### src/hw/rtl/assert_macros.svh
// ---------------------------------------------------------------------------
// Assertion macros
// Clocked property checks; they compile to nothing when SYNTHESIS is set.
// ---------------------------------------------------------------------------
`ifndef ASSERT_MACROS_SVH
`define ASSERT_MACROS_SVH

`ifndef SYNTHESIS
// prop must hold at every rising clock edge outside reset
`define ASSERT_CLK(name, clk, rst_n, prop, msg) \
  name: assert property (@(posedge clk) disable iff (!rst_n) (prop)) else $error(msg);
// cond must never be true outside reset
`define ASSERT_NEVER(name, clk, rst_n, cond, msg) \
  name: assert property (@(posedge clk) disable iff (!rst_n) !(cond)) else $error(msg);
`else
`define ASSERT_CLK(name, clk, rst_n, prop, msg)
`define ASSERT_NEVER(name, clk, rst_n, cond, msg)
`endif

`endif

### src/hw/rtl/spls_pkg.sv
// ---------------------------------------------------------------------------
// spls_pkg
// Widths, codes and the sequencer microprogram of the path length search.
// ---------------------------------------------------------------------------
package spls_pkg;

  localparam int unsigned MaxVertices = 16;
  localparam int unsigned VertW       = 4;
  localparam int unsigned CntW        = 5;
  localparam int unsigned LenW        = 4;
  localparam int unsigned CmdW        = 2;
  localparam int unsigned TopW        = $clog2(MaxVertices);
  localparam int unsigned DepthW      = TopW + 1;
  localparam int unsigned NextW       = VertW + 1;

  localparam int unsigned CfgAddrW = 3;
  localparam int unsigned CfgDataW = 32;

  localparam logic [CntW-1:0] VertexCountReset = 5'd16;

  typedef enum logic [0:0] {
    REG_VERTEX_COUNT = 1'b0
  } reg_e;

  typedef enum logic [CmdW-1:0] {
    CMD_CLEAR = 2'd0,
    CMD_ADD   = 2'd1,
    CMD_QUERY = 2'd2
  } cmd_e;

  typedef enum logic [2:0] {
    ST_IDLE  = 3'd0,
    ST_CHECK = 3'd1,
    ST_FETCH = 3'd2,
    ST_SCAN  = 3'd3,
    ST_STEP  = 3'd4,
    ST_POP   = 3'd5,
    ST_DONE  = 3'd6
  } step_e;

  typedef enum logic [2:0] {
    ACT_ACCEPT  = 3'd0,
    ACT_INIT    = 3'd1,
    ACT_FETCH   = 3'd2,
    ACT_SCAN    = 3'd3,
    ACT_ADVANCE = 3'd4,
    ACT_POP     = 3'd5,
    ACT_RESULT  = 3'd6
  } act_e;

  typedef enum logic [2:0] {
    COND_QUERY    = 3'd0,
    COND_SHORT    = 3'd1,
    COND_ALWAYS   = 3'd2,
    COND_HIT      = 3'd3,
    COND_FOUND    = 3'd4,
    COND_BOTTOM   = 3'd5,
    COND_OUT_FREE = 3'd6
  } cond_e;

  // one control word: action, branch condition, target when taken, else next
  typedef struct packed {
    act_e  act;
    cond_e cond;
    step_e jump;
    step_e next;
  } ctrl_t;

  function automatic ctrl_t ucode(step_e step);
    ctrl_t cw;
    case (step)
      ST_IDLE:  cw = '{act: ACT_ACCEPT,  cond: COND_QUERY,    jump: ST_CHECK, next: ST_IDLE};
      ST_CHECK: cw = '{act: ACT_INIT,    cond: COND_SHORT,    jump: ST_DONE,  next: ST_FETCH};
      ST_FETCH: cw = '{act: ACT_FETCH,   cond: COND_ALWAYS,   jump: ST_SCAN,  next: ST_SCAN};
      ST_SCAN:  cw = '{act: ACT_SCAN,    cond: COND_HIT,      jump: ST_STEP,  next: ST_POP};
      ST_STEP:  cw = '{act: ACT_ADVANCE, cond: COND_FOUND,    jump: ST_DONE,  next: ST_FETCH};
      ST_POP:   cw = '{act: ACT_POP,     cond: COND_BOTTOM,   jump: ST_DONE,  next: ST_FETCH};
      ST_DONE:  cw = '{act: ACT_RESULT,  cond: COND_OUT_FREE, jump: ST_IDLE,  next: ST_DONE};
      default:  cw = '{act: ACT_ACCEPT,  cond: COND_QUERY,    jump: ST_CHECK, next: ST_IDLE};
    endcase
    return cw;
  endfunction

endpackage

### src/hw/rtl/spls_if.sv
// ---------------------------------------------------------------------------
// spls_req_if / spls_rsp_if
// Valid/ready channels for command words and result words.
// ---------------------------------------------------------------------------
interface spls_req_if import spls_pkg::*; ();
  logic             valid;
  logic             ready;
  logic [CmdW-1:0]  command;
  logic [VertW-1:0] first_vertex;
  logic [VertW-1:0] second_vertex;
  logic [LenW-1:0]  path_length;

  modport source (output valid, command, first_vertex, second_vertex, path_length,
                  input ready);
  modport sink   (input valid, command, first_vertex, second_vertex, path_length,
                  output ready);
endinterface

interface spls_rsp_if import spls_pkg::*; ();
  logic valid;
  logic ready;
  logic path_found;
  logic bad_request;

  modport source (output valid, path_found, bad_request, input ready);
  modport sink   (input valid, path_found, bad_request, output ready);
endinterface

### src/hw/rtl/simple_path_length_search.sv
// ---------------------------------------------------------------------------
// simple_path_length_search
// Adjacency matrix of an undirected graph plus a microcoded depth-first
// search that answers whether a simple path of path_length edges joins two
// vertices.
// ---------------------------------------------------------------------------
//   channel  dir  handshake       word
//   req_i    in   valid/ready     command, first_vertex, second_vertex, path_length
//   rsp_o    out  valid/ready     path_found, bad_request
//   cfg      in   APB write/read  vertex_count at byte address 0
//
// Clear and add-edge words give no result.
// A query sets up in the check step and, unless bad or zero-length, makes search
// moves (fetch top of stack, scan the neighbor row, push/advance or pop); it posts
// the result in the done step. The sequencer walks one search move at a time.
// Reset clears the matrix at once: no sweep, words are taken right after reset.
// A result held in the output register stalls the next query in its result
// step, and no word is taken until that result posts.
// ---------------------------------------------------------------------------
`include "assert_macros.svh"

module simple_path_length_search import spls_pkg::*; (
  input  logic                clk_i,
  input  logic                rst_ni,
  input  logic                psel,
  input  logic                penable,
  input  logic                pwrite,
  input  logic [CfgAddrW-1:0] paddr,
  input  logic [CfgDataW-1:0] pwdata,
  output logic [CfgDataW-1:0] prdata,
  output logic                pready,
  spls_req_if.sink            req_i,
  spls_rsp_if.source          rsp_o
);

  step_e                  upc_q, upc_d;
  ctrl_t                  cw;
  logic                   cond_met;

  logic [CntW-1:0]        vcount_q;
  logic [CntW-1:0]        count_eff;
  logic [MaxVertices-1:0] adj_q [MaxVertices];
  logic [MaxVertices-1:0] visited_q;
  logic [VertW-1:0]       stk_vtx_q [MaxVertices];
  logic [NextW-1:0]       stk_nxt_q [MaxVertices];
  logic [DepthW-1:0]      depth_q;
  logic [TopW-1:0]        top, top_up;

  logic [VertW-1:0]       start_q, target_q, v_q;
  logic [LenW-1:0]        len_q;
  logic [NextW-1:0]       u_q;
  logic                   bad_q, found_q;
  logic                   rsp_valid_q, rsp_found_q, rsp_bad_q;

  logic                   req_fire, cfg_we, in_range, bad_c;
  logic                   is_target, found_c, push_c, out_free, load_rsp;
  logic [MaxVertices-1:0] row, cand;
  logic                   hit;
  logic [VertW-1:0]       first;

  assign cw       = ucode(upc_q);
  assign req_fire = req_i.valid && req_i.ready;
  assign cfg_we   = psel && penable && pwrite;
  assign pready   = 1'b1;
  assign prdata   = (paddr[2] == REG_VERTEX_COUNT) ? CfgDataW'(vcount_q) : '0;

  assign count_eff = (vcount_q > CntW'(MaxVertices)) ? CntW'(MaxVertices) : vcount_q;
  assign in_range  = (CntW'(req_i.first_vertex) < count_eff) &&
                     (CntW'(req_i.second_vertex) < count_eff);
  assign bad_c     = !((CntW'(start_q) < count_eff) && (CntW'(target_q) < count_eff));

  assign req_i.ready = (cw.act == ACT_ACCEPT);

  assign top    = depth_q[TopW-1:0];
  assign top_up = top + TopW'(1);

  // next unvisited in-range neighbor of v at or after u
  always_comb begin
    row   = adj_q[v_q];
    first = '0;
    for (int i = 0; i < MaxVertices; i++) begin
      cand[i] = row[i] && !visited_q[i] && (CntW'(i) < count_eff) && (NextW'(i) >= u_q);
    end
    hit = |cand;
    for (int i = MaxVertices - 1; i >= 0; i--) begin
      if (cand[i]) first = VertW'(i);
    end
  end

  assign is_target = (u_q == NextW'(target_q));
  assign found_c   = is_target && ((depth_q + DepthW'(1)) == DepthW'(len_q));
  assign push_c    = !is_target && ((depth_q + DepthW'(1)) < DepthW'(len_q)) &&
                     ((depth_q + DepthW'(1)) < DepthW'(MaxVertices));
  assign out_free  = !rsp_valid_q || rsp_o.ready;
  assign load_rsp  = (cw.act == ACT_RESULT) && out_free;

  always_comb begin
    case (cw.cond)
      COND_QUERY:    cond_met = req_fire && (req_i.command == CMD_QUERY);
      COND_SHORT:    cond_met = bad_c || (len_q == '0);
      COND_ALWAYS:   cond_met = 1'b1;
      COND_HIT:      cond_met = hit;
      COND_FOUND:    cond_met = found_c;
      COND_BOTTOM:   cond_met = (depth_q == '0);
      COND_OUT_FREE: cond_met = out_free;
      default:       cond_met = 1'b0;
    endcase
    upc_d = cond_met ? cw.jump : cw.next;
  end

  // control state, graph and search marks
  always_ff @(posedge clk_i or negedge rst_ni) begin
    if (!rst_ni) begin
      upc_q       <= ST_IDLE;
      vcount_q    <= VertexCountReset;
      visited_q   <= '0;
      depth_q     <= '0;
      rsp_valid_q <= 1'b0;
      for (int r = 0; r < MaxVertices; r++) begin
        adj_q[r] <= '0;
      end
    end else begin
      upc_q <= upc_d;
      if (cfg_we && (paddr[2] == REG_VERTEX_COUNT)) begin
        vcount_q <= pwdata[CntW-1:0];
      end
      if (req_fire) begin
        case (req_i.command)
          CMD_CLEAR: begin
            for (int r = 0; r < MaxVertices; r++) begin
              adj_q[r] <= '0;
            end
          end
          CMD_ADD: begin
            if (in_range) begin
              adj_q[req_i.first_vertex][req_i.second_vertex] <= 1'b1;
              adj_q[req_i.second_vertex][req_i.first_vertex] <= 1'b1;
            end
          end
          default: ;
        endcase
      end
      case (cw.act)
        ACT_INIT: begin
          visited_q <= {{(MaxVertices-1){1'b0}}, 1'b1} << start_q;
          depth_q   <= '0;
        end
        ACT_ADVANCE: begin
          if (push_c) begin
            depth_q                   <= depth_q + DepthW'(1);
            visited_q[u_q[VertW-1:0]] <= 1'b1;
          end
        end
        ACT_POP: begin
          visited_q[v_q] <= 1'b0;
          if (depth_q != '0) depth_q <= depth_q - DepthW'(1);
        end
        ACT_RESULT: begin
          if (out_free) begin
            visited_q <= '0;
            depth_q   <= '0;
          end
        end
        default: ;
      endcase
      if (load_rsp) begin
        rsp_valid_q <= 1'b1;
      end else if (rsp_o.ready) begin
        rsp_valid_q <= 1'b0;
      end
    end
  end

  // datapath payload: query word, stack, scan pointers, result word
  always_ff @(posedge clk_i) begin
    if (req_fire) begin
      start_q  <= req_i.first_vertex;
      target_q <= req_i.second_vertex;
      len_q    <= req_i.path_length;
    end
    case (cw.act)
      ACT_INIT: begin
        stk_vtx_q[0] <= start_q;
        stk_nxt_q[0] <= '0;
        bad_q        <= bad_c;
        found_q      <= !bad_c && (len_q == '0) && (start_q == target_q);
      end
      ACT_FETCH: begin
        v_q <= stk_vtx_q[top];
        u_q <= stk_nxt_q[top];
      end
      ACT_SCAN: u_q <= NextW'(first);
      ACT_ADVANCE: begin
        stk_nxt_q[top] <= u_q + NextW'(1);
        if (push_c) begin
          stk_vtx_q[top_up] <= u_q[VertW-1:0];
          stk_nxt_q[top_up] <= '0;
        end
        if (found_c) found_q <= 1'b1;
      end
      default: ;
    endcase
    if (load_rsp) begin
      rsp_found_q <= found_q;
      rsp_bad_q   <= bad_q;
    end
  end

  assign rsp_o.valid       = rsp_valid_q;
  assign rsp_o.path_found  = rsp_found_q;
  assign rsp_o.bad_request = rsp_bad_q;

  `ASSERT_CLK(a_idle_clean, clk_i, rst_ni,
    (upc_q == ST_IDLE) |-> (visited_q == '0 && depth_q == '0),
    "search marks left set while idle")
  `ASSERT_CLK(a_depth_below_len, clk_i, rst_ni,
    (upc_q == ST_FETCH) |-> (depth_q < DepthW'(len_q)),
    "stack depth reached the path length")
  `ASSERT_CLK(a_start_visited, clk_i, rst_ni,
    (upc_q == ST_FETCH) |-> visited_q[start_q],
    "start vertex lost its mark during search")
  `ASSERT_CLK(a_rsp_from_done, clk_i, rst_ni,
    $rose(rsp_valid_q) |-> $past(upc_q == ST_DONE),
    "result word loaded outside the result step")
  `ASSERT_NEVER(a_found_and_bad, clk_i, rst_ni,
    rsp_valid_q && rsp_found_q && rsp_bad_q,
    "result word flags both found and bad request")

endmodule
### src/flat_wrapper.sv
// flat-port wrapper written by rule: the top's interface ports become plain ports
module simple_path_length_search_flat import spls_pkg::*;
  (clk_i, rst_ni, psel, penable, pwrite, paddr, pwdata, prdata, pready, req_i_valid, req_i_command, req_i_first_vertex, req_i_second_vertex, req_i_path_length, req_i_ready, rsp_o_valid, rsp_o_path_found, rsp_o_bad_request, rsp_o_ready);
  spls_req_if req_i_i ();
  spls_rsp_if rsp_o_i ();
  input  logic clk_i;
  input  logic rst_ni;
  input  logic psel;
  input  logic penable;
  input  logic pwrite;
  input  logic [CfgAddrW-1:0] paddr;
  input  logic [CfgDataW-1:0] pwdata;
  output logic [CfgDataW-1:0] prdata;
  output logic pready;
  input wire logic [$bits(req_i_i.valid)-1:0] req_i_valid;
  input wire logic [$bits(req_i_i.command)-1:0] req_i_command;
  input wire logic [$bits(req_i_i.first_vertex)-1:0] req_i_first_vertex;
  input wire logic [$bits(req_i_i.second_vertex)-1:0] req_i_second_vertex;
  input wire logic [$bits(req_i_i.path_length)-1:0] req_i_path_length;
  output wire logic [$bits(req_i_i.ready)-1:0] req_i_ready;
  output wire logic [$bits(rsp_o_i.valid)-1:0] rsp_o_valid;
  output wire logic [$bits(rsp_o_i.path_found)-1:0] rsp_o_path_found;
  output wire logic [$bits(rsp_o_i.bad_request)-1:0] rsp_o_bad_request;
  input wire logic [$bits(rsp_o_i.ready)-1:0] rsp_o_ready;
  assign req_i_i.valid = req_i_valid;
  assign req_i_i.command = req_i_command;
  assign req_i_i.first_vertex = req_i_first_vertex;
  assign req_i_i.second_vertex = req_i_second_vertex;
  assign req_i_i.path_length = req_i_path_length;
  assign req_i_ready = req_i_i.ready;
  assign rsp_o_valid = rsp_o_i.valid;
  assign rsp_o_path_found = rsp_o_i.path_found;
  assign rsp_o_bad_request = rsp_o_i.bad_request;
  assign rsp_o_i.ready = rsp_o_ready;
  simple_path_length_search u_core (.clk_i(clk_i), .rst_ni(rst_ni), .psel(psel), .penable(penable), .pwrite(pwrite), .paddr(paddr), .pwdata(pwdata), .prdata(prdata), .pready(pready), .req_i(req_i_i), .rsp_o(rsp_o_i));
endmodule
### config.mk
export PLATFORM = sky130hd
export DESIGN_NAME = simple_path_length_search_flat
export DESIGN_NICKNAME = d
export VERILOG_FILES = /design/src/hw/rtl/spls_pkg.sv /design/src/hw/rtl/spls_if.sv /design/src/hw/rtl/simple_path_length_search.sv /design/src/flat_wrapper.sv
export VERILOG_INCLUDE_DIRS = /design/src /design/src/hw/rtl
export SDC_FILE = /design/constraint.sdc
export NUM_CORES = 1
export LEC_CHECK = 0
export ABC_CLOCK_PERIOD_IN_PS = 4360
export BUFFER_PORTS_ARGS = -buffer_cell sky130_fd_sc_hd__buf_2
export CAP_MARGIN = 15
export CORE_AREA = 5 5 261 263
export DETAILED_ROUTE_END_ITERATION = 8
export DIE_AREA = 0 0 266 268
export MAX_ROUTING_LAYER = met4
export PLACE_DENSITY = 0.51
export SYNTH_ARGS = -nofsm -noshare
export SYNTH_HDL_FRONTEND = slang
export SYNTH_SLANG_ARGS = --single-unit
### constraint.sdc
create_clock -name clk_i -period 4.36 [get_ports clk_i]
set_input_delay 0.436 -clock clk_i [delete_from_list [all_inputs] [get_ports clk_i]]
set_output_delay 0.436 -clock clk_i [all_outputs]
set_load 0.01 [all_outputs]
## Yosys cells after proc, flatten, opt, wreduce, memory -nomap -nowiden

Memories as Yosys holds them, arrays and structs flattened. A register that Yosys moved wholly into a read port is not among the register bits.
Index checks and enable logic that the tools add are counted.

- Register bits after elaboration: 307
- Bits in writable memories: 144
- Input bits: 56
- Output and inout port bits: 37
- ROM bits: 0
- Memories: 2
- Latch bits: 0
- Logic and storage cells: 294

- Reductions and logical operators: 106
- Div/mod/pow operators: 0
- Bitwise gates (word level): 9
- Order comparisons: 52
- Multiply operators: 0
- Multiplexer cells: 63
- Add/sub/neg operators: 4
- Equal/unequal tests: 28
- Shift operators: 1

Memory list:

| memory | depth | width | read ports | clocked after Yosys merged registers in | wr ports | line | source |
|---|---|---|---|---|---|---|---|
| u_core.stk_nxt_q | 16 | 5 | 1 | 0 | 2 | simple_path_length_search.sv:45 | `logic [NextW-1:0] stk_nxt_q [MaxVertices];` |
| u_core.stk_vtx_q | 16 | 4 | 1 | 1 | 1 | simple_path_length_search.sv:44 | `logic [VertW-1:0] stk_vtx_q [MaxVertices];` |

Operator list:

| operator | count |
|---|---|
| $or A256 B256 Y256 | 2 |
| $pmux W256 S2 | 1 |
| $mux W256 | 1 |
| $demux W16 S4 | 2 |
| $mux W16 | 6 |
| $mux W4 | 19 |
| $pmux W12 S6 | 1 |
| $logic_and A1 B1 Y1 | 67 |
| $bmux W16 S4 | 1 |
| $pmux W16 S4 | 1 |
| $ge A4 B5 Y1 const A | 8 |
| $lt A4 B5 Y1 const A | 8 |
| $mux W5 | 6 |
| $eq A3 B3 Y1 const B | 9 |
| $ge A3 B5 Y1 const A | 4 |
| $lt A3 B5 Y1 const A | 4 |
| $lt A4 B5 Y1 | 4 |
| $lt A4 B5 Y1 const B | 4 |
| $pmux W5 S4 | 1 |
| $logic_not A1 Y1 | 19 |
| $eq A3 B2 Y1 const B | 6 |
| $and A16 B16 Y16 | 1 |
| $demux W1 S4 | 4 |
| $ge A4 B1 Y1 const B | 4 |
| 42 further kinds | 80 |

## Logic depth before layout (Yosys ltp)

- Depth in word-level cells: 24
- Depth in mapped cells: 14
- Gate-level depth less buffers: 10

## Least setup slack after synthesis

No wires, ideal clock.

- Path type: register -> register
- Start point: register u_core.depth_q[1]
- End point: memory u_core.stk_vtx_q[13][0], enable pin
- Path buffers: 3
- Clock period less this slack: 3577 ps
- Arrival: 3216 ps
- Path slack: 783 ps
- Stages on the path, launching flop included: 14
- Cells stage by stage: dfrtp_1 buf_2 buf_1 inv_1 ha_1 ha_1 nor2b_1 o21a_1 o21ai_0 nand3_1 nor2_1 clkbuf_1 nand2_1 nor3_1

- Word-level cells in the longest chain between the ends: 9
- Elaborated cells between the ends (all ways): 12
- Classes of those cells: add/sub: 2; order compare: 2; mux: 5; reduce/logical: 3

RTL lines:

| item | line | source |
|---|---|---|
| from (decl) | simple_path_length_search.sv:46 | `logic [DepthW-1:0] depth_q;` |
| from (signal assigned) | simple_path_length_search.sv:150 | `depth_q <= depth_q + DepthW'(1);` |
| from (signal assigned) | simple_path_length_search.sv:156 | `if (depth_q != '0) depth_q <= depth_q - DepthW'(1);` |
| $add A5 B1 Y5 | simple_path_length_search.sv:92, simple_path_length_search.sv:93 |  |
| $lt A5 B4 Y1 | simple_path_length_search.sv:92 | `assign push_c = !is_target && ((depth_q + DepthW'(1)) < DepthW'(len_q)) &&` |
| $logic_and A1 B1 Y1 (2 in series) | simple_path_length_search.sv:92 |  |
| $mux W1 | simple_path_length_search.sv:195 | `if (push_c) begin` |
| $mux W1 | simple_path_length_search.sv:181 | `case (cw.act)` |
| $mux W1 (not written as such) | simple_path_length_search.sv:196 | `stk_vtx_q[top_up] <= u_q[VertW-1:0];` |
| $reduce_or A4 Y1 (no source line) | -- |  |
| $mux W4 (no source line) / $mux W1 (equally long branches) | -- |  |
| to (decl) | simple_path_length_search.sv:44 |  |

Several ways; a longest one is shown, not always the timed one.

## Worst setup path after layout

- Start point: register u_core.depth_q[0]
- End point: memory u_core.stk_vtx_q[9][2], enable pin

Same word-level chain as after synthesis.

==> impl_metrics.csv <==
group,metric,value,unit
status,outcome,"finished, final reports clean",
logic_synthesis,synth_area,22700,sq um
logic_synthesis,synthTopCellsByArea,"dfrtp_1 31%, edfxtp_1 12%, mux4_2 7.3%",
routing,wl_per_cell,24.7,um
clock_tree,clk_pin_slew,60,ps
sta,fmax,0.267,GHz
sta,slew-limit-headroom,22.0,%
routing,dr.pass1.iters,6,
logic_synthesis,ys.flop_type,"dfrtp_1",
sta,finalCritPeriodShare,85.8,%
logic_synthesis,synthArstFlopShare,62.9,%
die,start_util,34.7,%
logic_synthesis,synth_xor_xnor_area_share,0.578,%
grt,grt_usage,21.5,%
logic_synthesis,synth_largest_area_cell,"dfrtp_1",
placement,place_inst,2957,
setup_path,crit_fanout,18,
logic_synthesis,yosys_warnings,0,
sta,slew_viol_final,0,
die,dieHeight,268,um
logic_synthesis,synth.top_cell.area_share,31.4,%
grt,first_global_vias,17716,
power,max-vdd-ir-drop,0.336,mV
finish,final_cell_mix,"296 x nand2_1, 283 x dfrtp_1, 228 x o21ai_0",
finish,drive_gt1_share,14.2,%
clock_tree,cts.sinks,455,
logic_synthesis,yosys.area_share.adder,1.43,%
logic_synthesis,ys_ff_latch,455,
sta,period_needed,3740,ps
logic_synthesis,synthCells,2159,
sta,fin_setup_tns,0,ps
die,rows,94,
die,die_area,71300,sq um
setup_path,worstPathArrival,4050,ps
sta,timing.hold.ws,41.0,ps
finish,area_growth,12.9,%
routing,drc,0,
routing,vias,17698,
sta,rsz0062_at_grt,"false",
clock_tree,clock_latency,610,ps
sta,final.setup_skew,24.6,ps
logic_synthesis,synth-seq-area-share,50.3,%
logic_synthesis,synth_mux_area_share,14.3,%
clock_tree,postCtsSetupRepairBufs,0,
sta,hold_viol,0,
clock_tree,cts_tree,"done",
placement,gp_congestion,0.910,
finish,fin_cells,3059,
routing,drt-initial-drc-count,1844,
setup_path,critical_path_class,"register to register",
power,leakage,10.3,nW
setup_path,start_kind,"register",
sta,worstMarginPinSlew,1170,ps
clock_tree,post_cts_resized,0,
flow_run,drv_cap,0,
setup_path,end_kind,"register",
logic_synthesis,synthSimpleGateAreaFrac,12.1,%
grt,grt_pass1_wl,115000,um
grt,antenna_found_initial,1,
logic_synthesis,synth-compound-area-share,16.7,%
routing,postRouteAntennaNets,0,
finish,final_common_cell,"nand2_1",
routing,via_per_inst,5.79,
routing,postRouteWirelength,75500,um
logic_synthesis,syn_area_per_cell,10.5,sq um
power,cellPowerDensity,554,nW/um^2
clock_tree,cts_buffer_depth,3,
grt,overflow,0,
logic_synthesis,synth_top_family_by_area,"compound AO/OA/AOI/OAI gates",
die,die_w,266,um
die,io_pins,93,
placement,dp_hpwl,50500,um
logic_synthesis,synth-edff-count,89,
placement,io_buffers,35,
clock_tree,cts_hold_buffers,4,
clock_tree,htree_levels,2,
clock_tree,cts_root_buf,"clkbuf_16",
grt,grt_max_degree,175,
logic_synthesis,ys_types,81,
sta,finalSetupViolCount,0,
worst_hold_path,min_path_type,"primary input to register",
clock_tree,numCtsBuffers,53,
die,core,65400,sq um
finish,final_nets,2234,
setup_path,crit_required,4670,ps
## final timing paths
path | start | to | slack [ps] | cells after the start
setup / recovery | u_core.depth_q[0] | u_core.stk_vtx_q[9][2] | 620 | 12
hold / removal | req_i_path_length[3] | u_core.len_q[3] | 40 | 1
setup reg to reg | u_core.depth_q[0] | u_core.stk_vtx_q[9][2] | 620 | 12
max in group asynchronous | rst_ni | u_core.adj_q[111] | 2590 | 3
hold reg to reg | u_core.found_q | u_core.rsp_o.path_found | 420 | 0
min in group asynchronous | rst_ni | u_core.adj_q[90] | 530 | 2
## synth_stat cells (all sizes together), types with 23 or more instances
cell and count:
a22oi 145, nand2 297, edfxtp 89, dfxtp 80, ha 26, dfrtp 285
o21ai 281, nor2b 23, clkbuf 120, nor3 37, nor2 160, mux2i 136
buf 69, mux4 77, a21oi 50, nand3 23, and3 24
## registers in the layout, summed over array words and instances, names as in the netlist, 3 cells and up
register,flops
u_core.stk_vtx_q,64
u_core.depth_q,5
u_core.adj_q,256
u_core.target_q,4
u_core.upc_q,3
u_core.start_q,4
u_core.stk_nxt_q,80
u_core.u_q,5
u_core.len_q,4
u_core.v_q,4
u_core.vcount_q,5
u_core.visited_q,16
## per-layer routing
metal | wire length [um] | track usage [%] | part of all wire [%]
met1 | 33000 | 29.3 | 44
met2 | 34800 | 33.1 | 46
met3 | 4880 | 3.47 | 6.5
met4 | 2780 | 7.22 | 3.7
met5 | 0 | - | 0
## critical path, stage by stage, from the launching register on
cell,delay [ps]
dfrtp_2,550
ha_1,310
xnor2_1,350
inv_1,170
ha_1,320
o21a_1,110
o21ai_0,220
nand3_1,150
nor2_1,530
buf_4,330
nand2_1,90
nor3_1,140
buf_4,170
## power breakdown
part / total, mW / internal (mW) / switching, mW
Combinational: 4.58 / 1.56 / 3.02
Sequential: 5.16 / 4.74 / 0.419
Clock: 4.45 / 2.60 / 1.85
Total: 14.2 / 8.91 / 5.29
## metrics by stage
step                worst slack (ps)  power, mW  utilization [%]  area (sq um)
floorplan                        783       8.10                -         22800
global placement                 682       9.72             36.5         23900
detailed placement               696       9.76             36.5         23900
CTS                              662       14.3             39.2         25600
global route                     235       14.8             39.2         25600
finish                           619       14.2             39.2         25600
## cell type report
type,count,area (sq um)
Sequential cell,455,11400
Clock buffer,82,1580
Timing Repair Buffer,101,791
Tap cell,864,1080
Multi-Input combinational cell,1519,10500
Clock inverter,15,158
Antenna cell,1,2.50
Fill cell,6458,39800
Inverter,22,82.6
## cells by family after synthesis
kind of cell    Yosys count
flops                   455
fa+ha+maj                26
xor+xnor                 15
other cells               2
buf+inv                 211
mux                     226
compound gates          598
simple gates            626
No activity file was read; power rests on OpenSTA's default activity.
